===== src/sv/wpsm_pkg.sv =====
// ----------------------------------------------------------------------------
// wpsm_pkg
// Shared types and constants of the worker pool slot manager: slot table
// geometry, command, state and result codes, and the channel layouts.
// ----------------------------------------------------------------------------
package wpsm_pkg;

    localparam int SLOTS   = 64;
    localparam int SLOT_AW = $clog2(SLOTS);
    localparam int CNT_W   = $clog2(SLOTS + 1);

    localparam int ID_W       = 31;
    localparam int STATE_W    = 2;
    localparam int CODE_W     = 3;
    localparam int SLOT_IDX_W = 6;
    localparam int GROW_W     = 5;
    localparam int COUNT_W    = 7;
    localparam int LIMIT_W    = 7;
    localparam int DELTA_W    = 5;

    localparam int IN_TDATA_W  = 40;
    localparam int IN_TUSER_W  = 2;
    localparam int OUT_TDATA_W = 80;
    localparam int CFG_IDX_W   = 2;
    localparam int CFG_DATA_W  = 7;

    typedef enum logic [1:0] {
        CMD_ADD     = 2'd0,
        CMD_SET     = 2'd1,
        CMD_RELEASE = 2'd2,
        CMD_EVAL    = 2'd3
    } cmd_t;

    localparam logic [STATE_W-1:0] ST_FREE = 2'd0;
    localparam logic [STATE_W-1:0] ST_IDLE = 2'd1;
    localparam logic [STATE_W-1:0] ST_WORK = 2'd2;

    localparam logic [CODE_W-1:0] RC_OK       = 3'd0;
    localparam logic [CODE_W-1:0] RC_FULL     = 3'd1;
    localparam logic [CODE_W-1:0] RC_NOFREE   = 3'd2;
    localparam logic [CODE_W-1:0] RC_MIN      = 3'd3;
    localparam logic [CODE_W-1:0] RC_NOIDLE   = 3'd4;
    localparam logic [CODE_W-1:0] RC_NOTFOUND = 3'd5;

    localparam logic [CFG_IDX_W-1:0] CFG_MIN_WORKERS = 2'd0;
    localparam logic [CFG_IDX_W-1:0] CFG_MAX_WORKERS = 2'd1;
    localparam logic [CFG_IDX_W-1:0] CFG_IDLE_DELTA  = 2'd2;

    typedef struct packed {
        logic [ID_W-1:0]    id;
        logic [STATE_W-1:0] st;
    } slot_entry_t;

    typedef struct packed {
        cmd_t               cmd;
        logic [ID_W-1:0]    worker_id;
        logic [STATE_W-1:0] new_state;
    } req_t;

    typedef struct packed {
        logic [LIMIT_W-1:0] min_workers;
        logic [LIMIT_W-1:0] max_workers;
        logic [DELTA_W-1:0] idle_delta;
    } cfg_t;

    // Declared from the highest field down so that result_code packs lowest.
    typedef struct packed {
        logic [COUNT_W-1:0]    working_count;
        logic [COUNT_W-1:0]    idle_count;
        logic [COUNT_W-1:0]    active_count;
        logic [COUNT_W-1:0]    shrink_count;
        logic [GROW_W-1:0]     grow_count;
        logic [ID_W-1:0]       released_id;
        logic [SLOT_IDX_W-1:0] slot_index;
        logic [CODE_W-1:0]     result_code;
    } rsp_t;

endpackage


===== src/sv/wpsm_table.sv =====
// ----------------------------------------------------------------------------
// wpsm_table
// Slot table memory: one write port, one registered read port. A valid bit
// per entry makes entries that were never written read as a free slot.
// ----------------------------------------------------------------------------
module wpsm_table
(
    input  logic                           clk,
    input  logic                           rst_n,
    input  logic                           rd_en,
    input  logic [wpsm_pkg::SLOT_AW-1:0]   rd_addr,
    input  logic                           wr_en,
    input  logic [wpsm_pkg::SLOT_AW-1:0]   wr_addr,
    input  wpsm_pkg::slot_entry_t          wr_entry,
    output wpsm_pkg::slot_entry_t          rd_entry
);

    wpsm_pkg::slot_entry_t           mem [wpsm_pkg::SLOTS];
    wpsm_pkg::slot_entry_t           rd_q_reg;
    logic [wpsm_pkg::SLOTS-1:0]      valid_reg;
    logic                            rd_valid_reg;

    always_ff @(posedge clk)
    begin
        if (wr_en)
        begin
            mem[wr_addr] <= wr_entry;
        end
        if (rd_en)
        begin
            rd_q_reg <= mem[rd_addr];
        end
    end

    always_ff @(posedge clk or negedge rst_n)
    begin
        if (!rst_n)
        begin
            valid_reg    <= '0;
            rd_valid_reg <= 1'b0;
        end
        else
        begin
            if (wr_en)
            begin
                valid_reg[wr_addr] <= 1'b1;
            end
            if (rd_en)
            begin
                rd_valid_reg <= valid_reg[rd_addr];
            end
        end
    end

    // A free slot is all zeros: id cleared and state free.
    assign rd_entry = rd_valid_reg ? rd_q_reg : '0;

endmodule


===== src/sv/wpsm_ctrl.sv =====
// ----------------------------------------------------------------------------
// wpsm_ctrl
// Command sequencer: checks the limits, scans the slot table one entry per
// cycle, writes the matching entry back and keeps the pool counters.
// ----------------------------------------------------------------------------
module wpsm_ctrl
(
    input  logic                           clk,
    input  logic                           rst_n,
    input  logic                           req_valid,
    input  wpsm_pkg::req_t                 req,
    output logic                           req_ready,
    input  wpsm_pkg::cfg_t                 cfg,
    output logic                           rsp_valid,
    output wpsm_pkg::rsp_t                 rsp,
    input  logic                           rsp_ready,
    output logic                           tbl_rd_en,
    output logic [wpsm_pkg::SLOT_AW-1:0]   tbl_rd_addr,
    output logic                           tbl_wr_en,
    output logic [wpsm_pkg::SLOT_AW-1:0]   tbl_wr_addr,
    output wpsm_pkg::slot_entry_t          tbl_wr_entry,
    input  wpsm_pkg::slot_entry_t          tbl_rd_entry
);

    localparam int CMP_W = (wpsm_pkg::CNT_W > wpsm_pkg::LIMIT_W) ?
                           wpsm_pkg::CNT_W : wpsm_pkg::LIMIT_W;
    localparam logic [wpsm_pkg::SLOT_AW-1:0] LAST_SLOT =
        wpsm_pkg::SLOT_AW'(wpsm_pkg::SLOTS - 1);

    typedef enum logic [1:0] {
        S_IDLE,
        S_SCAN,
        S_DONE
    } state_t;

    state_t                              state_reg;
    wpsm_pkg::req_t                      req_reg;
    logic [wpsm_pkg::SLOT_AW-1:0]        chk_reg;
    logic [wpsm_pkg::CODE_W-1:0]         code_reg;
    logic [wpsm_pkg::SLOT_AW-1:0]        slot_reg;
    logic [wpsm_pkg::ID_W-1:0]           rel_reg;
    logic [wpsm_pkg::GROW_W-1:0]         grow_reg;
    logic [wpsm_pkg::COUNT_W-1:0]        shrink_reg;
    logic [wpsm_pkg::CNT_W-1:0]          active_reg;
    logic [wpsm_pkg::CNT_W-1:0]          idle_reg;
    logic [wpsm_pkg::CNT_W-1:0]          work_reg;

    logic [wpsm_pkg::CNT_W-1:0]          active_next;
    logic [wpsm_pkg::CNT_W-1:0]          idle_next;
    logic [wpsm_pkg::CNT_W-1:0]          work_next;
    logic                                hit;
    logic [wpsm_pkg::CODE_W-1:0]         miss_code;
    logic [wpsm_pkg::LIMIT_W-1:0]        delta_x3;
    logic [CMP_W-1:0]                    active_cmp;
    logic [CMP_W-1:0]                    idle_cmp;

    assign delta_x3   = wpsm_pkg::LIMIT_W'({2'b00, cfg.idle_delta})
                      + wpsm_pkg::LIMIT_W'({1'b0, cfg.idle_delta, 1'b0});
    assign active_cmp = CMP_W'(active_reg);
    assign idle_cmp   = CMP_W'(idle_reg);

    always_comb
    begin
        case (req_reg.cmd)
            wpsm_pkg::CMD_ADD:     hit = (tbl_rd_entry.st == wpsm_pkg::ST_FREE);
            wpsm_pkg::CMD_RELEASE: hit = (tbl_rd_entry.st == wpsm_pkg::ST_IDLE);
            wpsm_pkg::CMD_SET:     hit = (tbl_rd_entry.id == req_reg.worker_id);
            default:               hit = 1'b0;
        endcase

        case (req_reg.cmd)
            wpsm_pkg::CMD_ADD:     miss_code = wpsm_pkg::RC_NOFREE;
            wpsm_pkg::CMD_RELEASE: miss_code = wpsm_pkg::RC_NOIDLE;
            wpsm_pkg::CMD_SET:     miss_code = wpsm_pkg::RC_NOTFOUND;
            default:               miss_code = wpsm_pkg::RC_OK;
        endcase
    end

    // Write-back of the hit entry and the counter moves it causes.
    always_comb
    begin
        tbl_wr_en    = 1'b0;
        tbl_wr_entry = '0;
        active_next  = active_reg;
        idle_next    = idle_reg;
        work_next    = work_reg;
        if (state_reg == S_SCAN && hit)
        begin
            case (req_reg.cmd)
                wpsm_pkg::CMD_ADD:
                begin
                    tbl_wr_en       = 1'b1;
                    tbl_wr_entry.id = req_reg.worker_id;
                    tbl_wr_entry.st = wpsm_pkg::ST_IDLE;
                    active_next     = active_reg + wpsm_pkg::CNT_W'(1);
                    idle_next       = idle_reg + wpsm_pkg::CNT_W'(1);
                end
                wpsm_pkg::CMD_RELEASE:
                begin
                    tbl_wr_en    = 1'b1;
                    tbl_wr_entry = '0;
                    active_next  = active_reg - wpsm_pkg::CNT_W'(1);
                    idle_next    = idle_reg - wpsm_pkg::CNT_W'(1);
                end
                wpsm_pkg::CMD_SET:
                begin
                    // A target state outside free, idle and working changes nothing.
                    if (req_reg.new_state == wpsm_pkg::ST_FREE ||
                        req_reg.new_state == wpsm_pkg::ST_IDLE ||
                        req_reg.new_state == wpsm_pkg::ST_WORK)
                    begin
                        tbl_wr_en       = 1'b1;
                        tbl_wr_entry.st = req_reg.new_state;
                        tbl_wr_entry.id = (req_reg.new_state == wpsm_pkg::ST_FREE) ?
                                          '0 : tbl_rd_entry.id;
                        active_next = active_reg
                            + wpsm_pkg::CNT_W'(tbl_rd_entry.st == wpsm_pkg::ST_FREE)
                            - wpsm_pkg::CNT_W'(req_reg.new_state == wpsm_pkg::ST_FREE);
                        idle_next = idle_reg
                            - wpsm_pkg::CNT_W'(tbl_rd_entry.st == wpsm_pkg::ST_IDLE)
                            + wpsm_pkg::CNT_W'(req_reg.new_state == wpsm_pkg::ST_IDLE);
                        work_next = work_reg
                            - wpsm_pkg::CNT_W'(tbl_rd_entry.st == wpsm_pkg::ST_WORK)
                            + wpsm_pkg::CNT_W'(req_reg.new_state == wpsm_pkg::ST_WORK);
                    end
                end
                default:
                begin
                    tbl_wr_en = 1'b0;
                end
            endcase
        end
    end

    // The read for entry zero goes out with the accepted transaction, so the
    // scan sees one entry per cycle.
    assign tbl_rd_en   = (state_reg == S_SCAN) || (state_reg == S_IDLE && req_valid);
    assign tbl_rd_addr = (state_reg == S_SCAN) ? chk_reg + wpsm_pkg::SLOT_AW'(1) : '0;
    assign tbl_wr_addr = chk_reg;

    always_ff @(posedge clk or negedge rst_n)
    begin
        if (!rst_n)
        begin
            state_reg  <= S_IDLE;
            req_reg    <= '0;
            chk_reg    <= '0;
            code_reg   <= wpsm_pkg::RC_OK;
            slot_reg   <= '0;
            rel_reg    <= '0;
            grow_reg   <= '0;
            shrink_reg <= '0;
            active_reg <= '0;
            idle_reg   <= '0;
            work_reg   <= '0;
        end
        else
        begin
            case (state_reg)
                S_IDLE:
                begin
                    if (req_valid)
                    begin
                        req_reg    <= req;
                        chk_reg    <= '0;
                        code_reg   <= wpsm_pkg::RC_OK;
                        slot_reg   <= '0;
                        rel_reg    <= '0;
                        grow_reg   <= '0;
                        shrink_reg <= '0;
                        case (req.cmd)
                            wpsm_pkg::CMD_ADD:
                            begin
                                if (active_cmp >= CMP_W'(cfg.max_workers))
                                begin
                                    code_reg  <= wpsm_pkg::RC_FULL;
                                    state_reg <= S_DONE;
                                end
                                else
                                begin
                                    state_reg <= S_SCAN;
                                end
                            end
                            wpsm_pkg::CMD_RELEASE:
                            begin
                                if (active_cmp <= CMP_W'(cfg.min_workers))
                                begin
                                    code_reg  <= wpsm_pkg::RC_MIN;
                                    state_reg <= S_DONE;
                                end
                                else
                                begin
                                    state_reg <= S_SCAN;
                                end
                            end
                            wpsm_pkg::CMD_SET:
                            begin
                                state_reg <= S_SCAN;
                            end
                            default:
                            begin
                                if (idle_cmp <= CMP_W'(cfg.idle_delta))
                                begin
                                    grow_reg <= wpsm_pkg::GROW_W'(CMP_W'(cfg.idle_delta)
                                                                  - idle_cmp);
                                end
                                else if (idle_cmp > CMP_W'(delta_x3))
                                begin
                                    shrink_reg <= wpsm_pkg::COUNT_W'(idle_cmp
                                                                     - CMP_W'(delta_x3));
                                end
                                state_reg <= S_DONE;
                            end
                        endcase
                    end
                end
                S_SCAN:
                begin
                    if (hit)
                    begin
                        slot_reg   <= chk_reg;
                        active_reg <= active_next;
                        idle_reg   <= idle_next;
                        work_reg   <= work_next;
                        if (req_reg.cmd == wpsm_pkg::CMD_RELEASE)
                        begin
                            rel_reg <= tbl_rd_entry.id;
                        end
                        state_reg <= S_DONE;
                    end
                    else if (chk_reg == LAST_SLOT)
                    begin
                        code_reg  <= miss_code;
                        state_reg <= S_DONE;
                    end
                    else
                    begin
                        chk_reg <= chk_reg + wpsm_pkg::SLOT_AW'(1);
                    end
                end
                S_DONE:
                begin
                    if (rsp_ready)
                    begin
                        state_reg <= S_IDLE;
                    end
                end
                default:
                begin
                    state_reg <= S_IDLE;
                end
            endcase
        end
    end

    assign req_ready = (state_reg == S_IDLE);
    assign rsp_valid = (state_reg == S_DONE);

    always_comb
    begin
        rsp.result_code   = code_reg;
        rsp.slot_index    = wpsm_pkg::SLOT_IDX_W'(slot_reg);
        rsp.released_id   = rel_reg;
        rsp.grow_count    = grow_reg;
        rsp.shrink_count  = shrink_reg;
        rsp.active_count  = wpsm_pkg::COUNT_W'(active_reg);
        rsp.idle_count    = wpsm_pkg::COUNT_W'(idle_reg);
        rsp.working_count = wpsm_pkg::COUNT_W'(work_reg);
    end

endmodule


===== src/sv/worker_pool_slot_manager.sv =====
// ----------------------------------------------------------------------------
// worker_pool_slot_manager
// Worker pool slot table with add, set-state, release and grow/shrink
// evaluation commands, one result transaction per command.
// ----------------------------------------------------------------------------
// One command is handled at a time. Evaluate and commands refused by the
// worker limits go from acceptance straight to the result state without a
// scan, and the next command is accepted once that result is passed on. Add,
// set-state and release scan the slot table through its single read port,
// one entry per cycle, and stop at the first matching slot or, when nothing
// matches, after the last of the SLOTS entries (64 slots). The result
// register lets the next command be accepted while a result waits on the
// master side. Configuration writes are always accepted and take effect on
// the next command; they are meant to be issued while no command is pending.
module worker_pool_slot_manager
(
    input  logic                                 clk,
    input  logic                                 rst_n,
    // Command channel.
    input  logic                                 s_tvalid,
    output logic                                 s_tready,
    // worker_id [30:0], new_state [32:31], zero padding [39:33].
    input  logic [wpsm_pkg::IN_TDATA_W-1:0]      s_tdata,
    // command [1:0].
    input  logic [wpsm_pkg::IN_TUSER_W-1:0]      s_tuser,
    // Result channel.
    output logic                                 m_tvalid,
    input  logic                                 m_tready,
    // result_code [2:0], slot_index [8:3], released_id [39:9],
    // grow_count [44:40], shrink_count [51:45], active_count [58:52],
    // idle_count [65:59], working_count [72:66], zero padding [79:73].
    output logic [wpsm_pkg::OUT_TDATA_W-1:0]     m_tdata,
    // Configuration write channel.
    input  logic                                 cfg_valid,
    output logic                                 cfg_ready,
    input  logic [wpsm_pkg::CFG_IDX_W-1:0]       cfg_index,
    input  logic [wpsm_pkg::CFG_DATA_W-1:0]      cfg_data
);

    wpsm_pkg::cfg_t                      cfg_reg;
    wpsm_pkg::req_t                      req;
    wpsm_pkg::rsp_t                      rsp;
    logic                                req_ready;
    logic                                rsp_valid;
    logic                                rsp_ready;
    logic                                m_tvalid_reg;
    logic [wpsm_pkg::OUT_TDATA_W-1:0]    m_tdata_reg;

    logic                                tbl_rd_en;
    logic [wpsm_pkg::SLOT_AW-1:0]        tbl_rd_addr;
    logic                                tbl_wr_en;
    logic [wpsm_pkg::SLOT_AW-1:0]        tbl_wr_addr;
    wpsm_pkg::slot_entry_t               tbl_wr_entry;
    wpsm_pkg::slot_entry_t               tbl_rd_entry;

    assign cfg_ready = 1'b1;

    always_ff @(posedge clk or negedge rst_n)
    begin
        if (!rst_n)
        begin
            cfg_reg.min_workers <= wpsm_pkg::LIMIT_W'(5);
            cfg_reg.max_workers <= wpsm_pkg::LIMIT_W'(64);
            cfg_reg.idle_delta  <= wpsm_pkg::DELTA_W'(5);
        end
        else if (cfg_valid)
        begin
            case (cfg_index)
                wpsm_pkg::CFG_MIN_WORKERS: cfg_reg.min_workers <= cfg_data;
                wpsm_pkg::CFG_MAX_WORKERS: cfg_reg.max_workers <= cfg_data;
                wpsm_pkg::CFG_IDLE_DELTA:
                begin
                    cfg_reg.idle_delta <= cfg_data[wpsm_pkg::DELTA_W-1:0];
                end
                default:
                begin
                    cfg_reg <= cfg_reg;
                end
            endcase
        end
    end

    assign req.cmd       = wpsm_pkg::cmd_t'(s_tuser);
    assign req.worker_id = s_tdata[wpsm_pkg::ID_W-1:0];
    assign req.new_state = s_tdata[wpsm_pkg::ID_W +: wpsm_pkg::STATE_W];
    assign s_tready      = req_ready;

    wpsm_table u_table
    (
        .clk      (clk),
        .rst_n    (rst_n),
        .rd_en    (tbl_rd_en),
        .rd_addr  (tbl_rd_addr),
        .wr_en    (tbl_wr_en),
        .wr_addr  (tbl_wr_addr),
        .wr_entry (tbl_wr_entry),
        .rd_entry (tbl_rd_entry)
    );

    wpsm_ctrl u_ctrl
    (
        .clk          (clk),
        .rst_n        (rst_n),
        .req_valid    (s_tvalid),
        .req          (req),
        .req_ready    (req_ready),
        .cfg          (cfg_reg),
        .rsp_valid    (rsp_valid),
        .rsp          (rsp),
        .rsp_ready    (rsp_ready),
        .tbl_rd_en    (tbl_rd_en),
        .tbl_rd_addr  (tbl_rd_addr),
        .tbl_wr_en    (tbl_wr_en),
        .tbl_wr_addr  (tbl_wr_addr),
        .tbl_wr_entry (tbl_wr_entry),
        .tbl_rd_entry (tbl_rd_entry)
    );

    // Output register: takes a new result whenever it is empty or being drained.
    assign rsp_ready = !m_tvalid_reg || m_tready;

    always_ff @(posedge clk or negedge rst_n)
    begin
        if (!rst_n)
        begin
            m_tvalid_reg <= 1'b0;
            m_tdata_reg  <= '0;
        end
        else if (rsp_ready)
        begin
            m_tvalid_reg <= rsp_valid;
            if (rsp_valid)
            begin
                m_tdata_reg <= wpsm_pkg::OUT_TDATA_W'(rsp);
            end
        end
    end

    assign m_tvalid = m_tvalid_reg;
    assign m_tdata  = m_tdata_reg;

endmodule


===== config.mk =====
export PLATFORM = sky130hd
export DESIGN_NAME = worker_pool_slot_manager
export DESIGN_NICKNAME = d
export VERILOG_FILES = /design/src/sv/wpsm_pkg.sv /design/src/sv/wpsm_table.sv /design/src/sv/wpsm_ctrl.sv /design/src/sv/worker_pool_slot_manager.sv
export SDC_FILE = /design/constraint.sdc
export NUM_CORES = 2
export LEC_CHECK = 0
export BUFFER_PORTS_ARGS = -buffer_cell sky130_fd_sc_hd__clkbuf_2
export CORE_ASPECT_RATIO = 1.5
export CORE_MARGIN = 5
export CORE_UTILIZATION = 30
export DETAILED_ROUTE_END_ITERATION = 8
export MAX_ROUTING_LAYER = met4
export PLACE_DENSITY = 0.56
export SLEW_MARGIN = 20
export SYNTH_ARGS = -nofsm -noshare
export SYNTH_HDL_FRONTEND = slang
export SYNTH_SLANG_ARGS = --single-unit

===== constraint.sdc =====
create_clock -name clk -period 6.25 [get_ports clk]
set_input_delay 0.625 -clock clk [delete_from_list [all_inputs] [get_ports clk]]
set_output_delay 0.625 -clock clk [all_outputs]
set_load 0.02 [all_outputs]

==> results_dict.tcl <==
set metrics [dict create \
    clock_latency_of_the_later_clocked_register_in_the_worst_skew_pair_ns 0.87 \
    skew_ns 0.0587 \
    port-buffer-count 123 \
    post_route_total_power_mw 38.0 \
    grt_first_pass_wirelength_um 403000 \
    post-synth-top-area-cell "edfxtp_1" \
    synthTopCellsByArea "edfxtp_1, dfrtp_1, mux4_2, o221ai_1, nand2_1" \
    chipHeight_um 702 \
    cp_slowest_stage_delay_ns 0.81 \
    max_cap_violations 0 \
    routabilityCongestion 0.881 \
    comb_power_share_pct 16.3 \
    cells_resized_by_post_cts_repair 0 \
    timing.critical_path.arrival_ns 5.95 \
    critical_path_required_ns 6.92 \
    root_buffer "clkbuf_16" \
    met3_usage_pct 1.88 \
    finalSetupViolCount 0 \
    worstSetupEndpointType "flip-flop" \
    finish.utilization_pct 34.7 \
    switching_share_pct 27.4 \
    clk_pin_slew_ns 0.07 \
    r2r_cells 11 \
    clkSinkCount 2419 \
    clock_tree.buffer_depth 4 \
    critical_path.cell_chain "buf_4, and3b_1, a2111o_1, a2111oi_2, nand4_1, or4_1, a21boi_2, and2_1, buf_4, a22o_2, buf_4" \
    synth_edf_count 2145 \
    grtUsageMet1_pct 19.8 \
    core_um2 318000 \
    max_slew.worst_pin.slew_ns 1.17 \
    worst_hold_path.num_cells 3 \
    average_wire_length_per_cell_after_detail_routing_um 27.3 \
    dieArea_um2 330000 \
    finalNetCount 6019 \
    drc 0 \
    detail_route.wirelength_um 281000 \
    run_status "complete, no violations" \
    hold_viol_final 0 \
    clkPwrFrac_pct 34.7 \
    cts_buffers 213 \
    synthDominantCellAreaShare_pct 67.3 \
    cp.buffers_inverters 3 \
    largest_register_ff_count 2112 \
    grt_busiest_layer "met2" \
    power.static_leakage_nw 33.2 \
    cp_top_family "compound AO/OA/AOI/OAI gates" \
    synthFlopType "edfxtp_1" \
    globalRouteMet2Util_pct 29.6 \
    slew_headroom_pct 22.3 \
    clock_tree_from_tritoncts "built" \
    power_density_nw_per_um2 344 \
    number_of_register_bits_inferred_by_synthesis 2419 \
    num_rows 254 \
    ir_worst_vdd_mv 0.333 \
    startpoint_type "flip-flop" \
    fmaxAchievable_mhz 189 \
    num_io_pins 139 \
    synth.yosys.seq_area_share_pct 74.5 \
    first_iter_violations 5503 \
    first_global_vias 55900 \
    route.antenna.remaining_nets 0 \
    final.setup.tns_ns 0 \
    path_depth 11 \
    critical_path.most_common_cell "buf_4" \
    internal_power_mw 27.6 \
    timing.critical_path.fanout_max 43 \
    drv_slew 0 \
    vias_per_cell 5.36 \
    timing.setup.critical_path_class "reg -> reg" \
    post_synth_instance_area_um2 95600 \
    layout-drive-gt1-share_pct 19.0 \
    htree_num_levels 4 \
    vias 55100 \
    netlist_instances 5679 \
    drt_pass1_iterations 5 \
    yosysWarnings 0 \
    worstHoldPathType "in -> reg" \
    initial_utilization_pct 30.0 \
    worst_path_max_delay_cell "a22o_2" \
    synthArstFlopShare_pct 11.3 \
    finalCriticalPeriod_ns 5.28 \
    timing.final.crit_share_pct 84.5 \
    synthToLayoutAreaGrowth_pct 15.6 \
    die-width_um 471 \
    grt_overflow_total 0 \
    grt_use_total_pct 16.9 \
    ys_types 76 \
    setup.reg_to_reg.worst_slack_ns 0.97 \
    rsz0062_at_grt "no" \
    post_synth.cell_area_avg_um2 16.8 \
    post-dp-hpwl_um 162000 \
    power_frac_seq_pct 49.1 \
    number_of_antenna_violations_at_the_first_check_in_global_routing 6 \
    largest_net_degree_at_the_start_of_global_routing 155 \
    p_sw_mw 10.4 \
]
## synth_stat cells, drive strengths merged, types with 5 or more instances
master   number
ha           71
edfxtp     2145
dfrtp       269
nand2       486
o21ai       255
or2          35
inv          82
a21oi       131
o211ai        5
mux2         75
nand2b       20
xor2         10
a211oi       50
a31oi        88
o21a          5
o221ai      393
o22ai        94
o21bai       34
a311oi       12
a22oi        21
nor4         53
mux2i        42
or3           8
nand4        12
xnor2        32
a21o         18
clkbuf      312
nor3         18
buf          97
a41o         13
and2          7
a2111oi       5
nor2b        31
a22o         75
dfstp         5
and3         38
nor2        108
a32oi        48
mux4        267
fa            8
nand3       155
## final timing paths
path | startpoint | end
worst min register to register | u_table.valid_reg[31] | u_table.valid_reg[31]
worst max register to register | u_table.rd_valid_reg | u_table.mem[25][30]
min in group asynchronous | rst_n | cfg_reg[17]
max in group asynchronous | rst_n | u_table.valid_reg[35]
worst max-delay path | u_table.rd_valid_reg | u_table.mem[25][30]
worst min-delay path | s_tdata[17] | u_ctrl.req_reg[19]
## final cells by class
cell class	instances	area, um^2
sequential	2419	71300
multi-input combinational	2773	23200
inverter	84	315
clock buffer	265	5680
fill	30100	208000
antenna	5	12.5
tap	4224	5290
clock inverter	119	1150
timing repair buffer	393	3630
## per-stage QoR
stage,setup slack (ns),instance area (um^2),std cells,hold WS [ns]
2_1_floorplan,0.301,95700,5685,0.329
3_3_place_gp,1.18,103000,9860,0.441
3_5_place_dp,1.07,103000,9861,0.444
4_1_cts,1.02,110000,10300,0.000948
5_1_grt,0.745,111000,10300,0.0344
6_report,0.968,111000,10300,0.0552
## tightest hold or removal path: stages
cell      delay [ns]
clkbuf_2        0.07
nand2_1         0.09
nand2_1         0.08
## cell families after synthesis
logic type	Yosys count	share of synthesized area, %
muxes	384	7.61
other	2	0.00785
AOI/OAI and AO/OA	1269	9.49
buffers and inverters	493	2.07
DFF	2419	74.5
and+or+nand+nor	991	4.82
adders and majority gates	79	1.10
xor gates and xnor gates	42	0.385
## cells in the final DEF (no fill, tap or decap), drive strengths merged, types with 22 or more instances in the layout
cell            n
inv            88
o21bai         34
and3           38
bufinv         22
a32oi          48
a22o           75
a31oi          88
ha             71
clkinv         87
a21oi         131
mux2i          42
dlygate4sd3    31
or2            35
buf           240
mux4          267
a211oi         50
clkbuf        387
mux2           75
xnor2          32
nor2          108
nand2         486
dfrtp         269
edfxtp       2145
nor4           53
nand3         155
o221ai        393
nor2b          31
o21ai         255
o22ai          94
## routing by layer
metal / share of wire [%] / routed length [um]
met1: 38 / 106000
met3: 5.6 / 15800
met5: 0 / 0
met2: 52 / 146000
met4: 4.6 / 12900
## timing repair
action / in CTS / in global routing
setup buffers: 0 / 0
hold buffers: 31 / 0
hold endpoints to repair: 151 / 0
## power groups by stage
stage	registers, mW	clock network (mW)	logic, mW
2_1_floorplan	18.8	0	4.10
3_3_place_gp	19.0	0	6.10
3_5_place_dp	19.0	0	6.18
4_1_cts	18.6	13.4	6.21
5_1_grt	18.7	14.1	6.72
6_report	18.6	13.2	6.18
Power figures use the tool's default switching activity.
